$ cat src/hdl/mbus_record_stream_parser_assert.svh
// Assertion macros for the M-Bus record stream parser.
// Included by mbrsp_parse, the module that checks its own logic; no other dependencies.
`ifndef MBUS_RECORD_STREAM_PARSER_ASSERT_SVH
`define MBUS_RECORD_STREAM_PARSER_ASSERT_SVH
`ifndef ASSERT_OFF
// Same-cycle implication
`define MBRSP_ASSERT_NOW(label, clk, rst, ante, cons, msg) \
   label: assert property (@(posedge clk) disable iff (rst) (ante) |-> (cons)) \
      else $error(msg);
// Next-cycle implication
`define MBRSP_ASSERT_NEXT(label, clk, rst, ante, cons, msg) \
   label: assert property (@(posedge clk) disable iff (rst) (ante) |=> (cons)) \
      else $error(msg);
`else
`define MBRSP_ASSERT_NOW(label, clk, rst, ante, cons, msg)
`define MBRSP_ASSERT_NEXT(label, clk, rst, ante, cons, msg)
`endif
`endif

$ cat src/hdl/mbrsp_pkg.sv
// Shared types, codes and decode tables of the M-Bus record stream parser.
// No dependencies.
`timescale 1ns / 1ps

package mbrsp_pkg;

   // Record header sizing
   localparam int MAX_EXTENSIONS = 10;
   localparam int EXT_W          = $clog2(MAX_EXTENSIONS + 1);
   localparam int STORAGE_W      = 4 * MAX_EXTENSIONS + 1;
   localparam int TARIFF_W       = 2 * MAX_EXTENSIONS;
   localparam int SUBUNIT_W      = MAX_EXTENSIONS;

   typedef logic [EXT_W-1:0] ext_count_type;
   localparam ext_count_type EXT_LIMIT = ext_count_type'(MAX_EXTENSIONS);

   // Parser phases
   typedef enum logic [5:0] {
      PH_DIF  = 6'b000001,
      PH_DIFE = 6'b000010,
      PH_VIF  = 6'b000100,
      PH_VIFE = 6'b001000,
      PH_LVAR = 6'b010000,
      PH_DATA = 6'b100000
   } phase_type;

   // Payload kinds
   localparam logic [2:0] KIND_INT      = 3'd0;
   localparam logic [2:0] KIND_FLOAT    = 3'd1;
   localparam logic [2:0] KIND_BCD_POS  = 3'd2;
   localparam logic [2:0] KIND_BCD_NEG  = 3'd3;
   localparam logic [2:0] KIND_TEXT     = 3'd4;

   // Status codes
   localparam logic [2:0] STATUS_OK       = 3'd0;
   localparam logic [2:0] STATUS_DIFE     = 3'd1;
   localparam logic [2:0] STATUS_VIF      = 3'd2;
   localparam logic [2:0] STATUS_LVAR     = 3'd3;
   localparam logic [2:0] STATUS_TRUNC    = 3'd4;

   // Data field codings
   localparam logic [3:0] CODING_NODATA   = 4'h0;
   localparam logic [3:0] CODING_REAL     = 4'h5;
   localparam logic [3:0] CODING_SELECT   = 4'h8;
   localparam logic [3:0] CODING_BCD_MIN  = 4'h9;
   localparam logic [3:0] CODING_VARIABLE = 4'hD;
   localparam logic [3:0] CODING_SPECIAL  = 4'hF;

   // VIF extension codes
   localparam logic [7:0] VIF_EXT_FB      = 8'hFB;
   localparam logic [7:0] VIF_EXT_FD      = 8'hFD;

   // LVAR ranges
   localparam logic [7:0] LVAR_TEXT_MAX   = 8'hBF;
   localparam logic [7:0] LVAR_BCD_POS    = 8'hC0;
   localparam logic [7:0] LVAR_BCD_NEG    = 8'hD0;
   localparam logic [7:0] LVAR_BCD_SPAN   = 8'd9;
   localparam logic [7:0] LVAR_BAD        = 8'hE0;
   localparam logic [7:0] LVAR_BAD_SPAN   = 8'h0F;
   localparam logic [7:0] LVAR_FLOAT      = 8'hF8;
   localparam logic [7:0] FLOAT_LEN       = 8'd4;

   // One input word
   typedef struct packed {
      logic [7:0] frame_byte;
      logic       frame_end;
   } item_type;

   // Input register contents toward the parser
   typedef struct packed {
      logic     valid;
      item_type item;
   } slot_type;

   // One result word
   typedef struct packed {
      logic [7:0]           payload_byte;
      logic [7:0]           payload_index;
      logic                 record_done;
      logic [2:0]           payload_kind;
      logic [STORAGE_W-1:0] storage_number;
      logic [1:0]           function_field;
      logic [TARIFF_W-1:0]  tariff_number;
      logic [SUBUNIT_W-1:0] subunit_number;
      logic [15:0]          value_info;
      logic [2:0]           status;
   } result_type;

   // Data length by coding
   function automatic logic [7:0] coding_length(input logic [3:0] coding);
      logic [7:0] len;
      case (coding)
         4'h1:    len = 8'd1;
         4'h2:    len = 8'd2;
         4'h3:    len = 8'd3;
         4'h4:    len = 8'd4;
         4'h5:    len = 8'd4;
         4'h6:    len = 8'd6;
         4'h7:    len = 8'd8;
         4'h9:    len = 8'd1;
         4'hA:    len = 8'd2;
         4'hB:    len = 8'd3;
         4'hC:    len = 8'd4;
         4'hE:    len = 8'd6;
         default: len = 8'd0;
      endcase
      return len;
   endfunction

   // Payload kind by coding
   function automatic logic [2:0] coding_kind(input logic [3:0] coding);
      logic [2:0] kind;
      if (coding == CODING_REAL) begin
         kind = KIND_FLOAT;
      end else if (coding >= CODING_BCD_MIN) begin
         kind = KIND_BCD_POS;
      end else begin
         kind = KIND_INT;
      end
      return kind;
   endfunction

   // Phase that follows the VIF(E) for a coding
   function automatic phase_type coding_phase(input logic [3:0] coding);
      phase_type ph;
      case (coding)
         CODING_NODATA:   ph = PH_DIF;
         CODING_SELECT:   ph = PH_DIF;
         CODING_SPECIAL:  ph = PH_DIF;
         CODING_VARIABLE: ph = PH_LVAR;
         default:         ph = PH_DATA;
      endcase
      return ph;
   endfunction

endpackage

$ cat src/hdl/mbrsp_req_if.sv
// Input channel of the M-Bus record stream parser: valid/ready plus one frame byte.
// Depends on no package.
`timescale 1ns / 1ps

interface mbrsp_req_if;
   logic       valid;
   logic       ready;
   logic [7:0] frame_byte;
   logic       frame_end;

   modport source (output valid, output frame_byte, output frame_end, input ready);
   modport sink   (input valid, input frame_byte, input frame_end, output ready);
endinterface

$ cat src/hdl/mbrsp_rsp_if.sv
// Result channel of the M-Bus record stream parser: valid/ready plus one record word.
// Depends on mbrsp_pkg for the header widths.
`timescale 1ns / 1ps

interface mbrsp_rsp_if;
   logic                            valid;
   logic                            ready;
   logic [7:0]                      payload_byte;
   logic [7:0]                      payload_index;
   logic                            record_done;
   logic [2:0]                      payload_kind;
   logic [mbrsp_pkg::STORAGE_W-1:0] storage_number;
   logic [1:0]                      function_field;
   logic [mbrsp_pkg::TARIFF_W-1:0]  tariff_number;
   logic [mbrsp_pkg::SUBUNIT_W-1:0] subunit_number;
   logic [15:0]                     value_info;
   logic [2:0]                      status;

   modport source (
      output valid, output payload_byte, output payload_index, output record_done,
      output payload_kind, output storage_number, output function_field,
      output tariff_number, output subunit_number, output value_info, output status,
      input ready
   );
   modport sink (
      input valid, input payload_byte, input payload_index, input record_done,
      input payload_kind, input storage_number, input function_field,
      input tariff_number, input subunit_number, input value_info, input status,
      output ready
   );
endinterface

$ cat src/hdl/mbrsp_in_reg.sv
// Input register of the M-Bus record stream parser: holds one frame byte word.
// Depends on mbrsp_pkg and mbrsp_req_if.
`timescale 1ns / 1ps

module mbrsp_in_reg (
   input  logic               clock,
   input  logic               reset,
   mbrsp_req_if.sink          req,
   input  logic               take,
   output mbrsp_pkg::slot_type slot
);

   logic                valid_ff;
   logic                valid_in;
   mbrsp_pkg::item_type item_ff;
   logic                accept;

   // Accept when empty or when the held word moves on this cycle
   assign req.ready = !valid_ff || take;
   assign accept    = req.valid && req.ready;

   always_comb begin
      if (accept) begin
         valid_in = 1'b1;
      end else if (take) begin
         valid_in = 1'b0;
      end else begin
         valid_in = valid_ff;
      end
   end

   always_ff @(posedge clock) begin
      if (reset) begin
         valid_ff <= 1'b0;
      end else begin
         valid_ff <= valid_in;
      end
   end

   // Capture the word
   always_ff @(posedge clock) begin
      if (accept) begin
         item_ff.frame_byte <= req.frame_byte;
         item_ff.frame_end  <= req.frame_end;
      end
   end

   assign slot.valid = valid_ff;
   assign slot.item  = item_ff;

endmodule

$ cat src/hdl/mbrsp_parse.sv
// Record parser of the M-Bus record stream parser: phase state, header
// accumulators and one-step decode of each byte. Depends on mbrsp_pkg.
`timescale 1ns / 1ps
`include "mbus_record_stream_parser_assert.svh"

module mbrsp_parse (
   input  logic                  clock,
   input  logic                  reset,
   input  mbrsp_pkg::slot_type   slot,
   input  logic                  room,
   output logic                  take,
   output logic                  load,
   output mbrsp_pkg::result_type result
);

   // State registers
   mbrsp_pkg::phase_type                phase_ff, phase_in;
   logic [3:0]                          coding_ff, coding_in;
   logic [mbrsp_pkg::STORAGE_W-1:0]     storage_ff, storage_in;
   logic [1:0]                          function_ff, function_in;
   logic [mbrsp_pkg::TARIFF_W-1:0]      tariff_ff, tariff_in;
   logic [mbrsp_pkg::SUBUNIT_W-1:0]     subunit_ff, subunit_in;
   mbrsp_pkg::ext_count_type            ext_ff, ext_in;
   logic [15:0]                         vi_ff, vi_in;
   logic [7:0]                          left_ff, left_in;
   logic [7:0]                          pos_ff, pos_in;
   logic [2:0]                          kind_ff, kind_in;
   logic                                halted_ff, halted_in;

   // Decode helpers
   logic [7:0]            c;
   logic                  fend;
   mbrsp_pkg::phase_type  bd_phase;
   logic [7:0]            bd_left;
   logic [2:0]            bd_kind;
   logic [7:0]            lv_n;
   logic [2:0]            lv_kind;
   logic                  lv_err;
   logic [2:0]            err;
   logic                  data_res;
   logic                  trunc;
   logic                  res_valid;
   logic                  clear;

   assign c    = slot.item.frame_byte;
   assign fend = slot.item.frame_end;
   assign take = slot.valid && room;
   assign load = take && res_valid;

   // Start of the data field, chosen by the coding of this record
   assign bd_phase = mbrsp_pkg::coding_phase(coding_ff);
   assign bd_left  = mbrsp_pkg::coding_length(coding_ff);
   assign bd_kind  = mbrsp_pkg::coding_kind(coding_ff);

   // Decode the LVAR byte
   always_comb begin
      lv_n    = 8'd0;
      lv_kind = kind_ff;
      lv_err  = 1'b0;
      if (c <= mbrsp_pkg::LVAR_TEXT_MAX) begin
         lv_n    = c;
         lv_kind = mbrsp_pkg::KIND_TEXT;
      end else if (c >= mbrsp_pkg::LVAR_BCD_POS &&
                   c <= mbrsp_pkg::LVAR_BCD_POS + mbrsp_pkg::LVAR_BCD_SPAN) begin
         lv_n    = c - mbrsp_pkg::LVAR_BCD_POS;
         lv_kind = mbrsp_pkg::KIND_BCD_POS;
      end else if (c >= mbrsp_pkg::LVAR_BCD_NEG &&
                   c <= mbrsp_pkg::LVAR_BCD_NEG + mbrsp_pkg::LVAR_BCD_SPAN) begin
         lv_n    = c - mbrsp_pkg::LVAR_BCD_NEG;
         lv_kind = mbrsp_pkg::KIND_BCD_NEG;
      end else if (c >= mbrsp_pkg::LVAR_BAD &&
                   c <= mbrsp_pkg::LVAR_BAD + mbrsp_pkg::LVAR_BAD_SPAN) begin
         lv_err  = 1'b1;
      end else if (c == mbrsp_pkg::LVAR_FLOAT) begin
         lv_n    = mbrsp_pkg::FLOAT_LEN;
         lv_kind = mbrsp_pkg::KIND_FLOAT;
      end
   end

   // Advance the parser by one byte
   always_comb begin
      phase_in    = phase_ff;
      coding_in   = coding_ff;
      storage_in  = storage_ff;
      function_in = function_ff;
      tariff_in   = tariff_ff;
      subunit_in  = subunit_ff;
      ext_in      = ext_ff;
      vi_in       = vi_ff;
      left_in     = left_ff;
      pos_in      = pos_ff;
      kind_in     = kind_ff;
      err         = mbrsp_pkg::STATUS_OK;
      data_res    = 1'b0;
      case (phase_ff)
         mbrsp_pkg::PH_DIF: begin
            coding_in   = c[3:0];
            function_in = c[5:4];
            storage_in  = mbrsp_pkg::STORAGE_W'(c[6]);
            tariff_in   = '0;
            subunit_in  = '0;
            ext_in      = '0;
            vi_in       = '0;
            left_in     = '0;
            pos_in      = '0;
            kind_in     = mbrsp_pkg::KIND_INT;
            phase_in    = c[7] ? mbrsp_pkg::PH_DIFE : mbrsp_pkg::PH_VIF;
         end
         mbrsp_pkg::PH_DIFE: begin
            // Merge this DIFE into the slot given by the extension count
            for (int i = 0; i < mbrsp_pkg::MAX_EXTENSIONS; i++) begin
               if (ext_ff == mbrsp_pkg::ext_count_type'(i)) begin
                  storage_in[4*i+1 +: 4] = storage_ff[4*i+1 +: 4] | c[3:0];
                  tariff_in[2*i +: 2]    = tariff_ff[2*i +: 2] | c[5:4];
                  subunit_in[i]          = subunit_ff[i] | c[6];
               end
            end
            if (c[7]) begin
               ext_in = mbrsp_pkg::ext_count_type'(ext_ff + 1'b1);
               if (ext_in >= mbrsp_pkg::EXT_LIMIT) begin
                  err = mbrsp_pkg::STATUS_DIFE;
               end
            end else begin
               phase_in = mbrsp_pkg::PH_VIF;
            end
         end
         mbrsp_pkg::PH_VIF: begin
            vi_in = {8'h00, c};
            if (c[7]) begin
               if (c == mbrsp_pkg::VIF_EXT_FB || c == mbrsp_pkg::VIF_EXT_FD) begin
                  phase_in = mbrsp_pkg::PH_VIFE;
               end else begin
                  err = mbrsp_pkg::STATUS_VIF;
               end
            end else begin
               phase_in = bd_phase;
               if (bd_phase == mbrsp_pkg::PH_DATA) begin
                  left_in = bd_left;
                  kind_in = bd_kind;
                  pos_in  = '0;
               end
            end
         end
         mbrsp_pkg::PH_VIFE: begin
            vi_in    = {vi_ff[7:0], c};
            phase_in = bd_phase;
            if (bd_phase == mbrsp_pkg::PH_DATA) begin
               left_in = bd_left;
               kind_in = bd_kind;
               pos_in  = '0;
            end
         end
         mbrsp_pkg::PH_LVAR: begin
            if (lv_err) begin
               err = mbrsp_pkg::STATUS_LVAR;
            end else begin
               kind_in = lv_kind;
               pos_in  = '0;
               if (lv_n == 8'd0) begin
                  phase_in = mbrsp_pkg::PH_DIF;
               end else begin
                  left_in  = lv_n;
                  phase_in = mbrsp_pkg::PH_DATA;
               end
            end
         end
         mbrsp_pkg::PH_DATA: begin
            data_res = 1'b1;
            pos_in   = pos_ff + 8'd1;
            if (left_ff <= 8'd1) begin
               left_in  = '0;
               phase_in = mbrsp_pkg::PH_DIF;
            end else begin
               left_in  = left_ff - 8'd1;
            end
         end
         default: begin
            phase_in = mbrsp_pkg::PH_DIF;
         end
      endcase
      halted_in = (err != mbrsp_pkg::STATUS_OK);
   end

   // Frame ends inside a record
   assign trunc     = fend && (phase_in != mbrsp_pkg::PH_DIF) &&
                      (err == mbrsp_pkg::STATUS_OK);
   assign res_valid = !halted_ff && (data_res || trunc || err != mbrsp_pkg::STATUS_OK);

   // Build the result word from the updated header
   always_comb begin
      result.payload_byte   = data_res ? c : 8'd0;
      result.payload_index  = data_res ? pos_ff : 8'd0;
      result.record_done    = data_res ? (left_ff <= 8'd1 || trunc) : 1'b1;
      result.payload_kind   = data_res ? kind_ff : mbrsp_pkg::KIND_INT;
      result.storage_number = storage_in;
      result.function_field = function_in;
      result.tariff_number  = tariff_in;
      result.subunit_number = subunit_in;
      result.value_info     = vi_in;
      if (err != mbrsp_pkg::STATUS_OK) begin
         result.status = err;
      end else if (trunc) begin
         result.status = mbrsp_pkg::STATUS_TRUNC;
      end else begin
         result.status = mbrsp_pkg::STATUS_OK;
      end
   end

   // Drop all record state at reset and after the last byte of a frame
   assign clear = reset || (take && fend);

   always_ff @(posedge clock) begin
      if (clear) begin
         phase_ff    <= mbrsp_pkg::PH_DIF;
         coding_ff   <= '0;
         storage_ff  <= '0;
         function_ff <= '0;
         tariff_ff   <= '0;
         subunit_ff  <= '0;
         ext_ff      <= '0;
         vi_ff       <= '0;
         left_ff     <= '0;
         pos_ff      <= '0;
         kind_ff     <= mbrsp_pkg::KIND_INT;
         halted_ff   <= 1'b0;
      end else if (take && !halted_ff) begin
         phase_ff    <= phase_in;
         coding_ff   <= coding_in;
         storage_ff  <= storage_in;
         function_ff <= function_in;
         tariff_ff   <= tariff_in;
         subunit_ff  <= subunit_in;
         ext_ff      <= ext_in;
         vi_ff       <= vi_in;
         left_ff     <= left_in;
         pos_ff      <= pos_in;
         kind_ff     <= kind_in;
         halted_ff   <= halted_in;
      end
   end

   // Checks
   `MBRSP_ASSERT_NOW(a_halt_silent, clock, reset, halted_ff && take, !load, "result while halted")
   `MBRSP_ASSERT_NEXT(a_end_clears, clock, reset, take && fend, phase_ff == mbrsp_pkg::PH_DIF && !halted_ff, "state kept after frame end")
   `MBRSP_ASSERT_NOW(a_data_len, clock, reset, phase_ff == mbrsp_pkg::PH_DATA, left_ff != 8'd0, "data phase with no bytes left")
   `MBRSP_ASSERT_NEXT(a_err_halts, clock, reset, load && !fend && (result.status == mbrsp_pkg::STATUS_DIFE || result.status == mbrsp_pkg::STATUS_VIF || result.status == mbrsp_pkg::STATUS_LVAR), halted_ff, "error did not halt")

endmodule

$ cat src/hdl/mbrsp_out_reg.sv
// Result register of the M-Bus record stream parser: holds one result word
// until the receiver takes it. Depends on mbrsp_pkg and mbrsp_rsp_if.
`timescale 1ns / 1ps

module mbrsp_out_reg (
   input  logic                  clock,
   input  logic                  reset,
   input  logic                  load,
   input  mbrsp_pkg::result_type result,
   output logic                  room,
   mbrsp_rsp_if.source           rsp
);

   logic                  valid_ff;
   logic                  valid_in;
   mbrsp_pkg::result_type res_ff;

   // Free when empty or when the held word leaves this cycle
   assign room = !valid_ff || rsp.ready;

   always_comb begin
      if (load) begin
         valid_in = 1'b1;
      end else if (rsp.ready) begin
         valid_in = 1'b0;
      end else begin
         valid_in = valid_ff;
      end
   end

   always_ff @(posedge clock) begin
      if (reset) begin
         valid_ff <= 1'b0;
      end else begin
         valid_ff <= valid_in;
      end
   end

   // Hold the word
   always_ff @(posedge clock) begin
      if (load) begin
         res_ff <= result;
      end
   end

   assign rsp.valid          = valid_ff;
   assign rsp.payload_byte   = res_ff.payload_byte;
   assign rsp.payload_index  = res_ff.payload_index;
   assign rsp.record_done    = res_ff.record_done;
   assign rsp.payload_kind   = res_ff.payload_kind;
   assign rsp.storage_number = res_ff.storage_number;
   assign rsp.function_field = res_ff.function_field;
   assign rsp.tariff_number  = res_ff.tariff_number;
   assign rsp.subunit_number = res_ff.subunit_number;
   assign rsp.value_info     = res_ff.value_info;
   assign rsp.status         = res_ff.status;

endmodule

$ cat src/hdl/mbus_record_stream_parser.sv
// M-Bus data record stream parser, top level.
// Bytes of a frame's record area enter on req_chan, one word per byte, with
// frame_end set on the last byte of the frame. For every data byte of a
// record one word leaves on rsp_chan with the record header (storage,
// function, tariff, subunit, VIF/VIFE), the byte's index and its kind.
// Header bytes produce no word unless the frame ends inside a record's header. An error
// gives one header-only word with a nonzero status; bytes are then dropped
// until the byte with frame_end. A byte in the input register is decoded and
// its result word loaded into the result register. Throughput: one byte per
// cycle unless rsp_chan stalls; the per-byte decode is a single short step.
// Reset (synchronous) empties both registers and returns the parser to
// expect a DIF. When rsp_chan stalls, the result register holds its word,
// one more byte waits in the input register, and req_chan.ready drops.
// Depends on mbrsp_pkg, mbrsp_req_if, mbrsp_rsp_if and the three stages.
`timescale 1ns / 1ps

module mbus_record_stream_parser (
   input  logic        clock,
   input  logic        reset,
   mbrsp_req_if.sink   req_chan,
   mbrsp_rsp_if.source rsp_chan
);

   mbrsp_pkg::slot_type   slot;
   mbrsp_pkg::result_type result;
   logic                  take;
   logic                  load;
   logic                  room;

   mbrsp_in_reg u_in_reg (
      .clock (clock),
      .reset (reset),
      .req   (req_chan),
      .take  (take),
      .slot  (slot)
   );

   mbrsp_parse u_parse (
      .clock  (clock),
      .reset  (reset),
      .slot   (slot),
      .room   (room),
      .take   (take),
      .load   (load),
      .result (result)
   );

   mbrsp_out_reg u_out_reg (
      .clock  (clock),
      .reset  (reset),
      .load   (load),
      .result (result),
      .room   (room),
      .rsp    (rsp_chan)
   );

endmodule
$ cat src/flat_wrapper.sv
// flat-port wrapper written by rule: the top's interface ports become plain ports
module mbus_record_stream_parser_flat 
  (clock, reset, req_chan_valid, req_chan_frame_byte, req_chan_frame_end, req_chan_ready, rsp_chan_valid, rsp_chan_payload_byte, rsp_chan_payload_index, rsp_chan_record_done, rsp_chan_payload_kind, rsp_chan_storage_number, rsp_chan_function_field, rsp_chan_tariff_number, rsp_chan_subunit_number, rsp_chan_value_info, rsp_chan_status, rsp_chan_ready);
  mbrsp_req_if req_chan_i ();
  mbrsp_rsp_if rsp_chan_i ();
  input  logic clock;
  input  logic reset;
  input wire logic [$bits(req_chan_i.valid)-1:0] req_chan_valid;
  input wire logic [$bits(req_chan_i.frame_byte)-1:0] req_chan_frame_byte;
  input wire logic [$bits(req_chan_i.frame_end)-1:0] req_chan_frame_end;
  output wire logic [$bits(req_chan_i.ready)-1:0] req_chan_ready;
  output wire logic [$bits(rsp_chan_i.valid)-1:0] rsp_chan_valid;
  output wire logic [$bits(rsp_chan_i.payload_byte)-1:0] rsp_chan_payload_byte;
  output wire logic [$bits(rsp_chan_i.payload_index)-1:0] rsp_chan_payload_index;
  output wire logic [$bits(rsp_chan_i.record_done)-1:0] rsp_chan_record_done;
  output wire logic [$bits(rsp_chan_i.payload_kind)-1:0] rsp_chan_payload_kind;
  output wire logic [$bits(rsp_chan_i.storage_number)-1:0] rsp_chan_storage_number;
  output wire logic [$bits(rsp_chan_i.function_field)-1:0] rsp_chan_function_field;
  output wire logic [$bits(rsp_chan_i.tariff_number)-1:0] rsp_chan_tariff_number;
  output wire logic [$bits(rsp_chan_i.subunit_number)-1:0] rsp_chan_subunit_number;
  output wire logic [$bits(rsp_chan_i.value_info)-1:0] rsp_chan_value_info;
  output wire logic [$bits(rsp_chan_i.status)-1:0] rsp_chan_status;
  input wire logic [$bits(rsp_chan_i.ready)-1:0] rsp_chan_ready;
  assign req_chan_i.valid = req_chan_valid;
  assign req_chan_i.frame_byte = req_chan_frame_byte;
  assign req_chan_i.frame_end = req_chan_frame_end;
  assign req_chan_ready = req_chan_i.ready;
  assign rsp_chan_valid = rsp_chan_i.valid;
  assign rsp_chan_payload_byte = rsp_chan_i.payload_byte;
  assign rsp_chan_payload_index = rsp_chan_i.payload_index;
  assign rsp_chan_record_done = rsp_chan_i.record_done;
  assign rsp_chan_payload_kind = rsp_chan_i.payload_kind;
  assign rsp_chan_storage_number = rsp_chan_i.storage_number;
  assign rsp_chan_function_field = rsp_chan_i.function_field;
  assign rsp_chan_tariff_number = rsp_chan_i.tariff_number;
  assign rsp_chan_subunit_number = rsp_chan_i.subunit_number;
  assign rsp_chan_value_info = rsp_chan_i.value_info;
  assign rsp_chan_status = rsp_chan_i.status;
  assign rsp_chan_i.ready = rsp_chan_ready;
  mbus_record_stream_parser u_core (.clock(clock), .reset(reset), .req_chan(req_chan_i), .rsp_chan(rsp_chan_i));
endmodule
$ cat config.mk
export PLATFORM = sky130hd
export DESIGN_NAME = mbus_record_stream_parser_flat
export DESIGN_NICKNAME = d
export VERILOG_FILES = /design/src/hdl/mbrsp_pkg.sv /design/src/hdl/mbrsp_req_if.sv /design/src/hdl/mbrsp_rsp_if.sv /design/src/hdl/mbrsp_in_reg.sv /design/src/hdl/mbrsp_parse.sv /design/src/hdl/mbrsp_out_reg.sv /design/src/hdl/mbus_record_stream_parser.sv /design/src/flat_wrapper.sv
export VERILOG_INCLUDE_DIRS = /design/src /design/src/hdl
export SDC_FILE = /design/constraint.sdc
export NUM_CORES = 1
export LEC_CHECK = 0
export BUFFER_PORTS_ARGS = -buffer_cell sky130_fd_sc_hd__buf_4
export CAP_MARGIN = 0
export CORE_MARGIN = 3
export CORE_UTILIZATION = 54
export DETAILED_ROUTE_END_ITERATION = 12
export GPL_TIMING_DRIVEN = 0
export PLACE_DENSITY_LB_ADDON = 0.08
export SETUP_SLACK_MARGIN = 0.5
export SLEW_MARGIN = 5
export SYNTH_ARGS = -nofsm -noshare
export SYNTH_HDL_FRONTEND = slang
export SYNTH_HIERARCHICAL = 1
export SYNTH_SLANG_ARGS = --single-unit
export TNS_END_PERCENT = 50
$ cat constraint.sdc
create_clock -name clock -period 24.5 [get_ports clock]
set_clock_uncertainty 0.1 [all_clocks]
set_input_delay 2.45 -clock clock [delete_from_list [all_inputs] [get_ports clock]]
set_output_delay 2.45 -clock clock [all_outputs]
set_load 0.005 [all_outputs]
After elaboration in Yosys (flattened, before gate mapping)
Memory sizes are Yosys's and may differ from the RTL's. A register that Yosys moved wholly into a read port is not among the register bits.
Cells that the tools add are included.
W data, S select, Z words.
{"block": "word_totals", "memories": 1, "romBits": 64, "word_cells": 231, "ff_bits": 246, "in_bits": 13}
{"name": "(name not given)", "words": 16, "width": 4, "read_ports": 1, "rd_clocked_by_memory_dff": 1, "write_ports": 0, "line_no": "mbrsp_pkg.sv:92", "rtl": "case (coding)"}
{"block": "classes", "n_addsub": 5, "n_mux": 92, "reduce_logical": 37, "magnitude_cmp": 10, "n_bitwise": 30, "n_eq_ne": 30}
{"op": "$mux W8", "count": 11}
{"op": "$pmux W40 S2", "count": 1}
{"op": "$pmux W8 S5", "count": 2}
{"op": "$mux W4", "count": 13}
{"op": "$pmux W16 S3", "count": 1}
{"op": "$mux W3", "count": 14}
{"op": "$or A4 B4 Y4", "count": 10}
{"op": "$pmux W20 S2", "count": 1}
{"op": "$mux W6", "count": 6}
{"op": "$pmux W6 S6", "count": 1}
{"op": "$le A8 B8 Y1 const B", "count": 4}
{"op": "$mux W2", "count": 16}
{"op": "$eq A8 B8 Y1 const B", "count": 3}
{"op": "$ge A8 B8 Y1 const B", "count": 3}
{"op": "$mux W1", "count": 21}
{"op": "$eq A4 B3 Y1 const B", "count": 5}
{"op": "$eq A4 B4 Y1 const B", "count": 5}
{"op": "$or A2 B2 Y2", "count": 10}
{"op": "$pmux W10 S2", "count": 1}
{"op": "$sub A8 B8 Y8 const B", "count": 2}
{"op": "$eq A6 B6 Y1 const B", "count": 2}
{"op": "$pmux W3 S4", "count": 1}
{"op": "$pmux W6 S2", "count": 1}
{"op": "$logic_and A1 B1 Y1", "count": 11}
{"op": "34 further kinds", "count": 59}

Longest topological paths before layout
{"block": "depth", "depth_word": 18, "ltp_mapped": 12, "ltp_nobuf": 11}

By module
Netlist, hierarchy kept.
{"module": "mbrsp_parse", "cells_each": 912, "area_per_inst_um2": 6715.2, "instances": 1}
{"module": "mbrsp_out_reg", "cells_each": 116, "area_per_inst_um2": 3409.5, "instances": 1}
{"module": "mbrsp_in_reg", "cells_each": 15, "area_per_inst_um2": 332.8, "instances": 1}

Worst setup path after synthesis
OpenSTA, ideal clock, no wires.
{"block": "synth_timing", "path_type": "input-to-reg", "startpoint": "input rsp_chan_ready", "endpoint": "register u_core.u_out_reg.valid_ff, in the netlist u_core/u_out_reg/rsp.valid", "arrival_time_ps": 9547, "setup_slack_ps": 14772, "path_buffers": 3, "path_stages": 9, "setup_time_ps": 81, "required_ps": 24319, "path_cell_list": "nand2b_4 -> and2_1 -> clkbuf_1 -> nand2b_1 -> clkbuf_1 -> clkbuf_1 -> a31oi_1 -> inv_1 -> a21oi_2"}
{"block": "synth_between", "elab_chain_cells": 4, "word_cells_on_any_way": 5}
{"element": "from (decl)", "line_no": "flat_wrapper.sv:23", "rtl": "input wire logic [$bits(rsp_chan_i.ready)-1:0] rsp_chan_ready;"}
{"element": "$logic_or A1 B1 Y1 (*)", "line_no": "mbrsp_out_reg.sv:19", "rtl": "assign room = !valid_ff || rsp.ready;"}
{"element": "$logic_and A1 B1 Y1 (*)", "line_no": "mbrsp_parse.sv:47", "rtl": "assign take = slot.valid && room;"}
{"element": "named net u_core.take", "line_no": "mbus_record_stream_parser.sv:26", "rtl": "logic take;"}
{"element": "$logic_and A1 B1 Y1 (*)", "line_no": "mbrsp_parse.sv:48", "rtl": "assign load = take && res_valid;"}
{"element": "named net u_core.load", "line_no": "mbus_record_stream_parser.sv:27", "rtl": "logic load;"}
{"element": "$mux W1 or $reduce_bool A2 Y1 (tied branches)"}
{"element": "to (signal assigned)", "line_no": "mbrsp_out_reg.sv:35", "rtl": "valid_ff <= valid_in;"}
{"element": "to (decl)", "line_no": "mbrsp_out_reg.sv:14", "rtl": "logic valid_ff;"}
The timed path passes the listed nets; every way through them passes the cells marked *.
A chain may end at the register's enable or synchronous reset.

Worst setup path after layout
{"block": "layout_timing", "startpoint": "input rsp_chan_ready", "endpoint": "output req_chan_ready"}
{"block": "layout_between", "elab_chain_cells": 3}
{"element": "$logic_or A1 B1 Y1", "line_no": "mbrsp_out_reg.sv:19"}
{"element": "named net u_core.room", "line_no": "mbus_record_stream_parser.sv:28", "rtl": "logic room;"}
{"element": "$logic_and A1 B1 Y1", "line_no": "mbrsp_parse.sv:47"}
{"element": "named net u_core.take", "line_no": "mbus_record_stream_parser.sv:26"}
{"element": "$logic_or A1 B1 Y1", "line_no": "mbrsp_in_reg.sv:19", "rtl": "assign req.ready = !valid_ff || take;"}
{"element": "to (decl)", "line_no": "flat_wrapper.sv:11", "rtl": "output wire logic [$bits(req_chan_i.ready)-1:0] req_chan_ready;"}
The timed path passes the listed nets, and every way through them passes these cells.

==> impl_metrics.xml <==
<?xml version="1.0" encoding="UTF-8"?>
<metrics>
  <group name="synthesis">
    <metric name="top_cells_by_area_synth" unit="">sky130_fd_sc_hd__edfxtp_1 35%, sky130_fd_sc_hd__dfxtp_1 25%, sky130_fd_sc_hd__a21oi_1 8.8%</metric>
    <metric name="yosys.area_share.adder" unit="%">1.56</metric>
    <metric name="synth-compound-area-share" unit="%">16.5</metric>
    <metric name="yosys_warnings" unit="">6</metric>
    <metric name="synth_edf_count" unit="">121</metric>
    <metric name="synth_area_in_simple_gates" unit="%">17.0</metric>
    <metric name="yosys.area.top_type_share" unit="%">34.7</metric>
    <metric name="ys_types" unit="">71</metric>
    <metric name="async_flop_share" unit="%">0</metric>
    <metric name="synthDominantAreaCellType" unit="">sky130_fd_sc_hd__edfxtp_1</metric>
    <metric name="synth_ff_type" unit="">sky130_fd_sc_hd__dfxtp_1</metric>
    <metric name="yosys-mux-area-fraction" unit="%">0.574</metric>
    <metric name="ys_seq_area_share" unit="%">59.4</metric>
    <metric name="yosys_register_bits" unit="">250</metric>
    <metric name="synth.avg_cell_area" unit="um2">10.0</metric>
    <metric name="synth_top_family_by_area" unit="">simple AND/OR/NAND/NOR gates</metric>
    <metric name="number_of_nets_in_the_synthesized_netlist" unit="">1069</metric>
    <metric name="xor_and_xnor_area_share_after_synthesis" unit="%">1.17</metric>
    <metric name="mappedNetlistArea" unit="um2">10500</metric>
    <metric name="synthCells" unit="">1043</metric>
  </group>
  <group name="outcome">
    <metric name="status" unit="">complete, no violations</metric>
  </group>
  <group name="cts">
    <metric name="ctsHoldBuffers" unit="">0</metric>
    <metric name="cts_root_buf" unit="">sky130_fd_sc_hd__clkbuf_16</metric>
    <metric name="tritoncts_num_sinks" unit="">250</metric>
    <metric name="cts.reportedPaths.clkPinSlew" unit="ns">0.06</metric>
    <metric name="cts.htree.levels" unit="">1</metric>
    <metric name="tritoncts" unit="">done</metric>
    <metric name="tritoncts_buffers" unit="">26</metric>
    <metric name="clk_latency" unit="ns">0.53</metric>
    <metric name="cts_max_path_buffers" unit="">3</metric>
    <metric name="cts_resized" unit="">0</metric>
    <metric name="cts_setup_buffers" unit="">0</metric>
  </group>
  <group name="die">
    <metric name="initial_utilization" unit="%">55.4</metric>
    <metric name="core_area" unit="um2">18900</metric>
    <metric name="floorplan.die.height" unit="um">145</metric>
    <metric name="floorplan.die_area" unit="um2">21100</metric>
    <metric name="rows" unit="">50</metric>
    <metric name="dieWidth" unit="um">145</metric>
    <metric name="ios" unit="">127</metric>
  </group>
  <group name="detailed_routing">
    <metric name="detailedRoute.firstPassIterationCount" unit="">6</metric>
    <metric name="drc" unit="">0</metric>
    <metric name="avgViaCountPerCell" unit="">5.67</metric>
    <metric name="drt-wirelength-per-cell" unit="um">18.0</metric>
    <metric name="detail_route.iter0.violations" unit="">755</metric>
    <metric name="dr_total_vias" unit="">8405</metric>
    <metric name="antenna_violating_nets_post_route" unit="">0</metric>
    <metric name="drt_wl_total" unit="um">26700</metric>
  </group>
  <group name="grt">
    <metric name="via_count_of_the_first_global_routing_pass" unit="">7925</metric>
    <metric name="grt_max_degree" unit="">29</metric>
    <metric name="grt_first_pass_wirelength" unit="um">42700</metric>
    <metric name="globalRouteOverflowTotal" unit="">0</metric>
    <metric name="globalRouteTotalUtil" unit="%">24.7</metric>
    <metric name="grt_antenna_before_repair" unit="">0</metric>
  </group>
  <group name="layout">
    <metric name="antenna-diode-count" unit="">0</metric>
    <metric name="finish.net_count" unit="">1228</metric>
    <metric name="final_cell_area" unit="um2">12700</metric>
    <metric name="mostFrequentLayoutCell" unit="">sky130_fd_sc_hd__a21oi_1</metric>
    <metric name="drive_gt1_share" unit="%">17.2</metric>
    <metric name="final_core_utilization" unit="%">67.3</metric>
    <metric name="layout_common_cells" unit="">183 x sky130_fd_sc_hd__a21oi_1, 176 x sky130_fd_sc_hd__nor2_1, 129 x sky130_fd_sc_hd__dfxtp_1</metric>
    <metric name="layout-area-overhead-vs-synth" unit="%">21.7</metric>
  </group>
  <group name="worst_setup_path">
    <metric name="startpoint_types" unit="">primary input</metric>
    <metric name="path_class" unit="">primary input to output port</metric>
    <metric name="crit_path_max_incr_delay" unit="ns">0.24</metric>
    <metric name="critPathCaptureType" unit="">output port</metric>
    <metric name="worstPathRequired" unit="ns">21.95</metric>
    <metric name="cp_max_fo" unit="">6</metric>
    <metric name="critPathArrivalTime" unit="ns">3.30</metric>
    <metric name="critical-path-slowest-cell" unit="">sky130_fd_sc_hd__clkbuf_1</metric>
    <metric name="cp_cell_sequence" unit="">buf_4 -&gt; nand2b_4 -&gt; and2_1 -&gt; clkbuf_1 -&gt; nand2b_4 -&gt; buf_4</metric>
  </group>
  <group name="sta">
    <metric name="setup_violations" unit="">0</metric>
    <metric name="maxSlewViolCount" unit="">0</metric>
    <metric name="normalized_max_slew_margin" unit="%">12.5</metric>
    <metric name="max_freq" unit="MHz">171</metric>
    <metric name="final.period_utilization" unit="%">23.9</metric>
    <metric name="worst_pin_slew" unit="ns">1.31</metric>
    <metric name="setup_total_negative_slack" unit="ns">0</metric>
    <metric name="rsz0062_at_grt" unit="">no</metric>
    <metric name="hold_viol_final" unit="">0</metric>
    <metric name="fin_crit" unit="ns">5.85</metric>
    <metric name="finalHoldWorstSlack" unit="ns">0.363</metric>
  </group>
  <group name="placed_design">
    <metric name="buffer_ports.inserted" unit="">126</metric>
    <metric name="place.detailed.hpwl" unit="um">18200</metric>
    <metric name="postPlaceCellArea" unit="um2">11900</metric>
    <metric name="globalplace.congestion" unit="">0.909</metric>
  </group>
  <group name="flow_run">
    <metric name="timing.max_cap.violations" unit="">0</metric>
  </group>
  <group name="power_and_ir_drop">
    <metric name="power.ir.vdd_worst" unit="uV">60.7</metric>
    <metric name="p_per_area" unit="nW/um2">73.8</metric>
    <metric name="total_leakage_power" unit="nW">4.59</metric>
  </group>
  <group name="worst_hold_path">
    <metric name="timing.hold.worst.class" unit="">flop to flop</metric>
  </group>
</metrics>
[metrics by stage]
step,total power [mW],instances,setup WS [ns]
after global placement,0.552,1429,12.04
after CTS,0.945,1482,18.65
after global routing,0.972,1482,18.59
final,0.939,1482,18.65
after detailed placement,0.551,1434,18.66
after floorplan,0.514,1043,14.77
[cell type report]
| type | instances | area (um2) |
|---|---|---|
| multi-input cells | 697 | 3860 |
| repair buffers | 131 | 1060 |
| well taps | 260 | 325 |
| plain buffers | 84 | 353 |
| clock inverters | 10 | 141 |
| fillers | 1528 | 6170 |
| clock buffers | 38 | 727 |
| inverters | 12 | 45.0 |
| flip-flops and latches | 250 | 6220 |
[power breakdown]
| group | internal, mW | leakage (nW) | switching (mW) |
|---|---|---|---|
| Sequential | 0.451 | 2.12 | 0.00548 |
| Combinational | 0.0293 | 2.05 | 0.0579 |
| Clock | 0.238 | 0.420 | 0.157 |
| Total | 0.719 | 4.59 | 0.220 |
[logic make-up (layout without fill, tap and decap cells)]
family	Yosys count	after routing
multiplexers	6	6
flip-flops	250	250
AND/OR/NAND/NOR	375	375
XOR/XNOR	14	14
AO/OA/AOI/OAI	289	289
buffers and inverters	96	275
adder cells (fa/ha/maj)	13	13
[path summary, 6_finish.rpt]
kind | startpoint | end | slack (ns) | depth (start not counted)
min | u_core/u_parse/storage_ff[0] | u_core/u_parse/storage_ff[0] | 0.36 | 2
max reg2reg | u_core/u_in_reg/slot[5] | u_core/u_out_reg/rsp.subunit_number[2] | 19.78 | 13
min reg2reg | u_core/u_parse/storage_ff[0] | u_core/u_parse/storage_ff[0] | 0.36 | 2
max | rsp_chan_ready | req_chan_ready | 18.65 | 6
[cell usage after synthesis, types with 4 or more instances]
cell	instances
sky130_fd_sc_hd__a21o_1	5
sky130_fd_sc_hd__a21oi_1	183
sky130_fd_sc_hd__a22o_1	16
sky130_fd_sc_hd__a31oi_1	8
sky130_fd_sc_hd__and2_0	10
sky130_fd_sc_hd__and2_1	34
sky130_fd_sc_hd__and3_1	6
sky130_fd_sc_hd__buf_2	21
sky130_fd_sc_hd__clkbuf_1	59
sky130_fd_sc_hd__dfxtp_1	129
sky130_fd_sc_hd__edfxtp_1	121
sky130_fd_sc_hd__ha_1	13
sky130_fd_sc_hd__inv_1	12
sky130_fd_sc_hd__mux2i_1	6
sky130_fd_sc_hd__nand2_1	68
sky130_fd_sc_hd__nand2b_1	9
sky130_fd_sc_hd__nand3_1	20
sky130_fd_sc_hd__nand3b_1	5
sky130_fd_sc_hd__nand4_1	4
sky130_fd_sc_hd__nor2_1	176
sky130_fd_sc_hd__nor2b_1	6
sky130_fd_sc_hd__nor3_1	9
sky130_fd_sc_hd__nor4_1	7
sky130_fd_sc_hd__o211ai_1	5
sky130_fd_sc_hd__o21ai_0	24
sky130_fd_sc_hd__o21ai_1	5
sky130_fd_sc_hd__or3_1	6
sky130_fd_sc_hd__xnor2_1	7
sky130_fd_sc_hd__xor2_1	7
[flip-flops by register name, indices dropped and copies added (netlist names), 9 cells and up]
name	count
u_core/u_out_reg/rsp.tariff_number	20
u_core/u_parse/storage_ff	41
u_core/u_out_reg/rsp.storage_number	41
u_core/u_parse/subunit_ff	10
u_core/u_out_reg/rsp.value_info	16
u_core/u_in_reg/slot	9
u_core/u_parse/vi_ff	16
u_core/u_out_reg/rsp.subunit_number	10
u_core/u_parse/tariff_ff	20
[routing by layer]
| layer | share of wire, % | vias to the layer above | GRT usage [%] |
|---|---|---|---|
| met2 | 42 | 393 | 36.1 |
| li1 | - | 3997 | - |
| met3 | 8.8 | 59 | 4.18 |
| met1 | 46 | 3956 | 37.7 |
| met4 | 3.1 | 0 | 8.31 |
| met5 | 0 | - | 0 |
[worst max-delay path: cells and delay by family]
kind / cells / cell delay, ns
AND/OR/NAND/NOR: 3 / 0.43
buffers and inverters: 3 / 0.42
No activity file was read; power rests on OpenSTA's default activity.
